`config.mk`:
```
export PLATFORM = sky130hd
export DESIGN_NAME = rgb565_pixel_compositor_unit
export DESIGN_NICKNAME = d
export VERILOG_FILES = /design/src/hw/rtl/rpc_pkg.sv /design/src/hw/rtl/rgb565_pixel_compositor_unit.sv
export SDC_FILE = /design/constraint.sdc
export NUM_CORES = 1
export LEC_CHECK = 0
export BUFFER_PORTS_ARGS = -buffer_cell sky130_fd_sc_hd__buf_4
export CAP_MARGIN = 5
export CORE_MARGIN = 1
export CORE_UTILIZATION = 65
export CTS_BUF_LIST = sky130_fd_sc_hd__clkbuf_8
export CTS_CLUSTER_DIAMETER = 100
export DETAILED_ROUTE_END_ITERATION = 12
export GPL_ROUTABILITY_DRIVEN = 0
export PLACE_DENSITY = 0.93
export SLEW_MARGIN = 20
export SYNTH_ARGS = -nofsm -noshare
export SYNTH_HDL_FRONTEND = slang
export SYNTH_SLANG_ARGS = --single-unit
```
`constraint.sdc`:
```
create_clock -name clk_i -period 12.19 [get_ports clk_i]
set_clock_uncertainty 0.1 [all_clocks]
set_input_delay 1.219 -clock clk_i [delete_from_list [all_inputs] [get_ports clk_i]]
set_output_delay 1.219 -clock clk_i [all_outputs]
set_load 0.1 [all_outputs]
```
`src/hw/rtl/rpc_pkg.sv`:
```
// rpc_pkg: shared types and constants for the rgb565 pixel compositor
// no dependencies; imported by the compositor top level and its checker

package rpc_pkg;

  // blend mode register codes
  typedef enum logic [1:0] {
    MODE_OPAQUE = 2'd0,
    MODE_KEY    = 2'd1,
    MODE_BLEND  = 2'd2,
    MODE_SPARE  = 2'd3
  } blend_mode_e;

  // configuration register indexes
  localparam logic CFG_BLEND_MODE = 1'b0;
  localparam logic CFG_KEY_COLOR  = 1'b1;

  localparam int unsigned PIX_W   = 16;
  localparam int unsigned ALPHA_W = 8;
  localparam int unsigned PROD_W  = 14;  // 6-bit channel times 8-bit alpha
  localparam int unsigned LAT     = 3;   // register stages from input to output

  localparam logic [ALPHA_W-1:0] ALPHA_MAX = 8'hFF;

  // one product pair per color channel: index 0 blue, 1 green, 2 red
  typedef logic [2:0][PROD_W-1:0] chan_vec_t;

endpackage

```
`src/hw/rtl/rgb565_pixel_compositor_unit.sv`:
```
// rgb565_pixel_compositor_unit: three-stage opaque / color-key / alpha-blend pixel pipeline
// depends on rpc_pkg
//
//  channel      | direction | payload (low bits first)                | transaction
//  -------------+-----------+-----------------------------------------+-------------------
//  s_axis       | in        | tdata: src_pixel, dst_pixel, alpha      | tvalid & tready
//  m_axis       | out       | tdata: out_pixel; tuser: write_enable   | tvalid & tready
//  cfg          | in        | addr 0 blend_mode, addr 1 key_color     | cfg_we_i high
//
//  one pixel per clock sustained while m_axis does not stall; an accepted pixel passes
//  through the multiply and channel sum registers into the output register (divide/pack)
//  reset clears the stage valid bits and the config registers (opaque mode, key 0)
//  a stall at m_axis holds the output register; a stage only loads when the stage
//  below it is empty or moving, so bubbles are squeezed out and nothing is repeated

module rgb565_pixel_compositor_unit
  import rpc_pkg::*;
(
  input  logic                clk_i,
  input  logic                rst_ni,
  // configuration write port
  input  logic                cfg_we_i,
  input  logic                cfg_addr_i,
  input  logic [PIX_W-1:0]    cfg_wdata_i,
  // pixel input stream
  input  logic                s_axis_tvalid_i,
  output logic                s_axis_tready_o,
  input  logic [39:0]         s_axis_tdata_i,   // [15:0] src_pixel, [31:16] dst_pixel,
                                                // [39:32] alpha
  // pixel output stream
  output logic                m_axis_tvalid_o,
  input  logic                m_axis_tready_i,
  output logic [PIX_W-1:0]    m_axis_tdata_o,   // [15:0] out_pixel
  output logic                m_axis_tuser_o    // [0] write_enable
);

  // ---------------------------------------------------------------------------
  // configuration registers
  // ---------------------------------------------------------------------------
  blend_mode_e          blend_mode_q;
  logic [PIX_W-1:0]     key_color_q;

  always_ff @(posedge clk_i or negedge rst_ni) begin
    if (!rst_ni) begin
      blend_mode_q <= MODE_OPAQUE;
      key_color_q  <= '0;
    end else if (cfg_we_i) begin
      case (cfg_addr_i)
        CFG_BLEND_MODE: blend_mode_q <= blend_mode_e'(cfg_wdata_i[1:0]);
        CFG_KEY_COLOR:  key_color_q  <= cfg_wdata_i;
        default: ;
      endcase
    end
  end

  // ---------------------------------------------------------------------------
  // flow control: a stage advances when the stage after it is empty or advancing
  // ---------------------------------------------------------------------------
  logic valid_a_q, valid_b_q, valid_c_q;
  logic adv_a, adv_b, adv_c;

  assign adv_c = !valid_c_q || m_axis_tready_i;
  assign adv_b = !valid_b_q || adv_c;
  assign adv_a = !valid_a_q || adv_b;
  assign s_axis_tready_o = adv_a;

  logic in_fire;
  assign in_fire = s_axis_tvalid_i && s_axis_tready_o;

  always_ff @(posedge clk_i or negedge rst_ni) begin
    if (!rst_ni) begin
      valid_a_q <= 1'b0;
      valid_b_q <= 1'b0;
      valid_c_q <= 1'b0;
    end else begin
      if (adv_a) valid_a_q <= in_fire;
      if (adv_b) valid_b_q <= valid_a_q;
      if (adv_c) valid_c_q <= valid_b_q;
    end
  end

  // ---------------------------------------------------------------------------
  // stage a: mode decision and channel products
  // ---------------------------------------------------------------------------
  logic [PIX_W-1:0]   src_pix, dst_pix, src_uns, dst_uns;
  logic [ALPHA_W-1:0] alpha, alpha_inv;

  assign src_pix   = s_axis_tdata_i[15:0];
  assign dst_pix   = s_axis_tdata_i[31:16];
  assign alpha     = s_axis_tdata_i[39:32];
  assign alpha_inv = ALPHA_MAX - alpha;

  // undo the byte swap so the channels are contiguous
  assign src_uns = {src_pix[7:0], src_pix[15:8]};
  assign dst_uns = {dst_pix[7:0], dst_pix[15:8]};

  // zero-extended channel values: blue, green, red
  logic [2:0][5:0] src_ch, dst_ch;
  assign src_ch[0] = {1'b0, src_uns[4:0]};
  assign src_ch[1] = src_uns[10:5];
  assign src_ch[2] = {1'b0, src_uns[15:11]};
  assign dst_ch[0] = {1'b0, dst_uns[4:0]};
  assign dst_ch[1] = dst_uns[10:5];
  assign dst_ch[2] = {1'b0, dst_uns[15:11]};

  // copy / keep / blend decision; blend_d marks the pixels that need the divide
  logic [PIX_W-1:0] base_pix_d;
  logic             we_d, blend_d;

  always_comb begin
    base_pix_d = dst_pix;
    we_d       = 1'b0;
    blend_d    = 1'b0;
    case (blend_mode_q)
      MODE_OPAQUE: begin
        base_pix_d = src_pix;
        we_d       = 1'b1;
      end
      MODE_KEY: begin
        if (src_pix != key_color_q) begin
          base_pix_d = src_pix;
          we_d       = 1'b1;
        end
      end
      default: begin
        // blend mode; the spare code behaves the same way
        if (alpha == ALPHA_MAX) begin
          base_pix_d = src_pix;
          we_d       = 1'b1;
        end else if (alpha != '0) begin
          we_d    = 1'b1;
          blend_d = 1'b1;
        end
      end
    endcase
  end

  chan_vec_t        prod_s_a_q, prod_d_a_q;
  logic [PIX_W-1:0] base_pix_a_q;
  logic             we_a_q, blend_a_q;

  always_ff @(posedge clk_i) begin
    if (adv_a) begin
      for (int c = 0; c < 3; c++) begin
        prod_s_a_q[c] <= PROD_W'(src_ch[c]) * PROD_W'(alpha);
        prod_d_a_q[c] <= PROD_W'(dst_ch[c]) * PROD_W'(alpha_inv);
      end
      base_pix_a_q <= base_pix_d;
      we_a_q       <= we_d;
      blend_a_q    <= blend_d;
    end
  end

  // ---------------------------------------------------------------------------
  // stage b: weighted channel sums, at most 63 * 255 so 14 bits hold them
  // ---------------------------------------------------------------------------
  chan_vec_t        sum_b_q;
  logic [PIX_W-1:0] base_pix_b_q;
  logic             we_b_q, blend_b_q;

  always_ff @(posedge clk_i) begin
    if (adv_b) begin
      for (int c = 0; c < 3; c++) begin
        sum_b_q[c] <= prod_s_a_q[c] + prod_d_a_q[c];
      end
      base_pix_b_q <= base_pix_a_q;
      we_b_q       <= we_a_q;
      blend_b_q    <= blend_a_q;
    end
  end

  // ---------------------------------------------------------------------------
  // stage c: divide by 255, pack, swap bytes back, output register
  // x / 255 == (x + 1 + (x >> 8)) >> 8 for every x below 65535
  // ---------------------------------------------------------------------------
  logic [2:0][PROD_W:0] quot_full;
  logic [PIX_W-1:0]     mix_uns, mix_pix;

  always_comb begin
    for (int c = 0; c < 3; c++) begin
      quot_full[c] = {1'b0, sum_b_q[c]} + (PROD_W+1)'(1)
                   + {{(PROD_W-5){1'b0}}, sum_b_q[c][PROD_W-1:8]};
    end
  end

  assign mix_uns = {quot_full[2][12:8], quot_full[1][13:8], quot_full[0][12:8]};
  assign mix_pix = {mix_uns[7:0], mix_uns[15:8]};

  logic [PIX_W-1:0] out_pix_q;
  logic             out_we_q;

  always_ff @(posedge clk_i) begin
    if (adv_c) begin
      out_pix_q <= blend_b_q ? mix_pix : base_pix_b_q;
      out_we_q  <= we_b_q;
    end
  end

  assign m_axis_tvalid_o = valid_c_q;
  assign m_axis_tdata_o  = out_pix_q;
  assign m_axis_tuser_o  = out_we_q;

endmodule

```
Yosys cells after proc, flatten, opt, wreduce, memory -nomap -nowiden
Cells that the tools add are included.
{"block": "op_classes", "add_sub_neg": 10, "n_eq_ne": 3, "reduce_logical": 12, "bitwise": 1, "multipliers": 6, "muxes": 8}
{"cell": "5-bit by 8-bit multiplier with 13-bit output", "count": 4}
{"cell": "16-bit 2-to-1 mux", "count": 3}
{"cell": "14-bit adder", "count": 3}
{"cell": "16-bit case mux with 2 select lines", "count": 1}
{"cell": "6-bit by 8-bit multiplier with 14-bit output", "count": 2}
{"cell": "13-bit by 1-bit adder with 13-bit output, second input constant", "count": 2}
{"cell": "13-bit by 6-bit adder with 13-bit output", "count": 2}
{"cell": "16-bit != test", "count": 1}
{"cell": "14-bit by 1-bit adder with 14-bit output, second input constant", "count": 1}
{"cell": "14-bit by 6-bit adder with 14-bit output", "count": 1}
{"cell": "8-bit == test, second input constant", "count": 1}
{"cell": "8-bit nonzero test", "count": 1}
{"cell": "8-bit subtractor, first input constant", "count": 1}
{"cell": "2-bit AND reduction", "count": 2}
{"cell": "1-bit logical NOT", "count": 3}
{"cell": "1-bit logical OR", "count": 3}
{"cell": "1-bit 2-to-1 mux", "count": 3}
{"cell": "3-bit OR reduction", "count": 1}
{"cell": "2-bit by 1-bit == test with 1-bit output, second input constant", "count": 1}
{"cell": "2-bit logical NOT", "count": 1}
{"cell": "1-bit case mux with 2 select lines", "count": 1}
{"cell": "1-bit logical AND", "count": 1}
{"cell": "1-bit inverter", "count": 1}
{"block": "word_totals", "reg_bits": 200, "in_bits": 62, "output_inout_bits": 19}

Longest topological paths before layout
{"block": "logic_depth", "word_depth": 5, "depth_mapped": 15, "mapped_depth_nobuf": 14}

Worst setup path after synthesis
Ideal clock, no wire load.
{"block": "synth_timing", "kind": "input to register", "startpoint": "input port m_axis_tready_i", "endpoint": "register base_pix_a_q[0] (enable)", "path_slack_ns": 5.515, "stages": 1, "required_time_ns": 10.363, "setup_time_ns": 1.727, "path_buffers": 0, "arrival_time_ns": 4.849, "path_cell_list": "nand4b_1"}
{"block": "synth_between", "elab_chain_len": 3}
{"element": "start: declaration", "line_no": "rgb565_pixel_compositor_unit.sv:32", "source": "input logic m_axis_tready_i,"}
{"element": "1-bit logical OR", "line_no": "rgb565_pixel_compositor_unit.sv:62", "source": "assign adv_c = !valid_c_q || m_axis_tready_i;"}
{"element": "1-bit logical OR", "line_no": "rgb565_pixel_compositor_unit.sv:63", "source": "assign adv_b = !valid_b_q || adv_c;"}
{"element": "1-bit logical OR", "line_no": "rgb565_pixel_compositor_unit.sv:64", "source": "assign adv_a = !valid_a_q || adv_b;"}
{"element": "end signal: assignment", "line_no": "rgb565_pixel_compositor_unit.sv:148", "source": "base_pix_a_q <= base_pix_d;"}
{"element": "end: declaration", "line_no": "rgb565_pixel_compositor_unit.sv:139", "source": "logic [PIX_W-1:0] base_pix_a_q;"}
No other way between the ends.
A chain may end at the register's enable or synchronous reset.

Worst setup path after layout
{"block": "layout_timing", "startpoint": "input port s_axis_tdata_i[34]", "endpoint": "register prod_d_a_q[12] (netlist name) (data pin)"}
{"block": "layout_between", "elab_chain_len": 2}
{"element": "start: declaration", "line_no": "rgb565_pixel_compositor_unit.sv:28", "source": "input logic [39:0] s_axis_tdata_i,"}
{"element": "8-bit subtractor", "line_no": "rgb565_pixel_compositor_unit.sv:91", "source": "assign alpha_inv = ALPHA_MAX - alpha;"}
{"element": "5-bit by 8-bit multiplier with 13-bit output", "line_no": "rgb565_pixel_compositor_unit.sv:146", "source": "prod_d_a_q[c] <= PROD_W'(dst_ch[c]) * PROD_W'(alpha_inv);"}
{"element": "end signal: indexed assignment", "line_no": "rgb565_pixel_compositor_unit.sv:146"}
{"element": "end: declaration", "line_no": "rgb565_pixel_compositor_unit.sv:138", "source": "chan_vec_t prod_s_a_q, prod_d_a_q;"}
No other way between the ends.

==> results.tsv <==
metric	value	unit
status	finished, final reports clean	
tritoncts	done	
track_usage	0.281	
synth.most_common_cell	inv_1	
final_cells	1957	
routed-via-count	11629	
worstPathCellList	buf_4 > nand2b_1 > fa_1 > fa_1 > fa_1 > inv_1 > ha_1 > a21o_1 > a21oi_1 > nor2b_1 > o41ai_2 > mux2i_1 > nand3_1	
synth_fp_nets	1925	
yosys-top-cells-count	inv_1 (206), ha_1 (182), edfxtp_1 (175)	
grt_pass1_wl	57800	µm
viasPerCell	5.94	
p_leak	8.28	nW
num_rows	58	
avgSynthCellArea	10.9	µm²
cp.arrival	4.82	ns
wl_met3	2720	µm
path_delay_family	adder cells	
wl_met1	14400	µm
cts_hold_buf	0	
swShare	0.414	
nNetsFinal	1982	
gr-total-overflow	0	
cts_resized	0	
internal_power	0.00202	W
synth_top_area_share	0.311	
netlist.top_cell.by_area	edfxtp_1	
power_frac_seq	0.344	
vdd_ir_drop_max	0.000141	V
cpPeakStageDelay	0.55	ns
cp_common_cell	fa_1	
die_h	163	µm
area_growth_syn_to_layout	7.29	%
period_minus_slack	4.70	ns
post-route-util	0.716	
grt_pass1_vias	12101	
cts.sinks	196	
seq_area_frac_synth	0.342	
drc	0	
fin_tns_setup	0	ns
synth_area_leaders	edfxtp_1 (31%), fa_1 (15%), ha_1 (13%)	
dr.pass1.iters	5	
hold_path_class	flop to flop	
cts_max_path_buffers	2	
rsz0062_at_grt	no	
relSlewSlack	0.391	
switchingPower	0.00142	W
numPortBuffers	80	
top_layer_used	met4	
path_buf_inv	2	
synth_cell_types	63	
startpoint_type	primary input	
antenna_found_initial	1	
die_w	163	µm
io_pins	81	
slew_viol_final	0	
cpMaxStageDelayCell	fa_1	
maxCapViolations	0	
coreArea	25300	µm²
cts_made_buffers	17	
dp.cells	1924	
worstPathRequired	12.31	ns
critPathKind	primary input to flop	
wl	35000	µm
post_cts_buffers	0	
antenna_left	0	
p_total	0.00344	W
synth_ff_type	edfxtp_1	
synthArstFlopShare	0.107	
critPathMaxFanout	34	
drtIter0Drc	954	
route.met2.wl	16900	µm
grt_max_degree	62	
combinationalPowerShare	0.524	
finalSetupViolCount	0	
tightest_slew	0.914	ns
yosysWarnings	0	
clock_power_share	0.132	
syn_inst	1556	
synth_area	16900	µm²
h-tree-depth	4	
synth_edf_count	175	
min_period_over_period	0.386	
final_hold_viol_count	0	
clk_latency	0.49	ns
ys_ff_latch	196	
cp-end-kind	flop	
p_per_area	190	nW/µm²
drive_gt1_frac	0.115	
max_freq	213	MHz
hold_slack	0.320	ns
clock-root-buffer	clkbuf_8	
die_area	26600	µm²
start_util	0.667	
clk_pin_slew	0.11	ns
hpwl	26100	µm
wl_per_cell	17.9	µm
==> power by group through the flow <==
stage	clock (W)	sequential [W]	combinational, W
floorplan	0	0.00128	0.00127
global placement	0	0.00119	0.00167
detailed placement	0	0.00120	0.00176
CTS	0.000456	0.00118	0.00179
global route	0.000482	0.00120	0.00199
finish	0.000454	0.00118	0.00180
==> cell type report <==
class	instances	area, µm²
diodes	1	2.50
clock inverters	15	189
flip-flops and latches	196	5780
fillers	1600	7200
repair buffers	83	623
inverters	206	773
well taps	330	413
clock buffers	17	234
multi-input cells	1109	10100
==> per-stage QoR <==
step | cell area (µm²) | setup WS [ns]
floorplan | 16900 | 5.51
global placement | 17700 | 7.15
detailed placement | 17700 | 7.06
CTS | 18100 | 7.55
global route | 18100 | 7.34
finish | 18100 | 7.49
==> worst paths after layout <==
check / start / to / slack, ns / cells after the start
worst max-delay path: s_axis_tdata_i[34] / prod_d_a_q[12] / 7.49 / 13
worst min-delay path: base_pix_a_q[14] / base_pix_b_q[14] / 0.32 / 0
worst max register to register: prod_s_a_q[14] / sum_b_q[26] / 9.59 / 8
worst min register to register: base_pix_a_q[14] / base_pix_b_q[14] / 0.32 / 0
max in group asynchronous: rst_ni / valid_b_q / 11.21 / 1
min in group asynchronous: rst_ni / key_color_q[2] / 0.52 / 1
==> flip-flops by register name (all words and copies together) (netlist names) <==
| signal | cells |
|---|---|
| sum_b_q | 42 |
| prod_d_a_q | 40 |
| prod_s_a_q | 40 |
| base_pix_a_q | 16 |
| base_pix_b_q | 16 |
| key_color_q | 16 |
| m_axis_tdata_o | 16 |
| blend_mode_q | 2 |
| blend_a_q | 1 |
| blend_b_q | 1 |
| m_axis_tuser_o | 1 |
| m_axis_tvalid_o | 1 |
| valid_a_q | 1 |
| valid_b_q | 1 |
| we_a_q | 1 |
| we_b_q | 1 |
==> routing by layer <==
layer,global-route usage,vias up
met5,0,-
met4,0.110,0
li1,-,5369
met1,0.363,5689
met2,0.465,478
met3,0.0564,93
==> cell usage in the layout (no fill, tap or decap), types with 38 or more instances in the layout <==
cell type  instances
a21oi_1           72
and2_1            75
buf_4             83
edfxtp_1         175
fa_1             125
ha_1             182
inv_1            206
nand2_1           67
nand2b_1          55
nor2_1            54
nor2b_1          101
xnor2_1           71
xor2_1            38
==> logic make-up after synthesis <==
family                   after synthesis  share of synthesized area
AO/OA/AOI/OAI                        209                     0.0835
multiplexers                          38                     0.0272
XOR/XNOR                             111                     0.0584
adder cells (fa/ha/maj)              307                      0.283
AND/OR/NAND/NOR                      444                      0.147
buffers and inverters                251                     0.0593
flip-flops                           196                      0.342
Note: power is estimated with default switching activity, not from simulation.
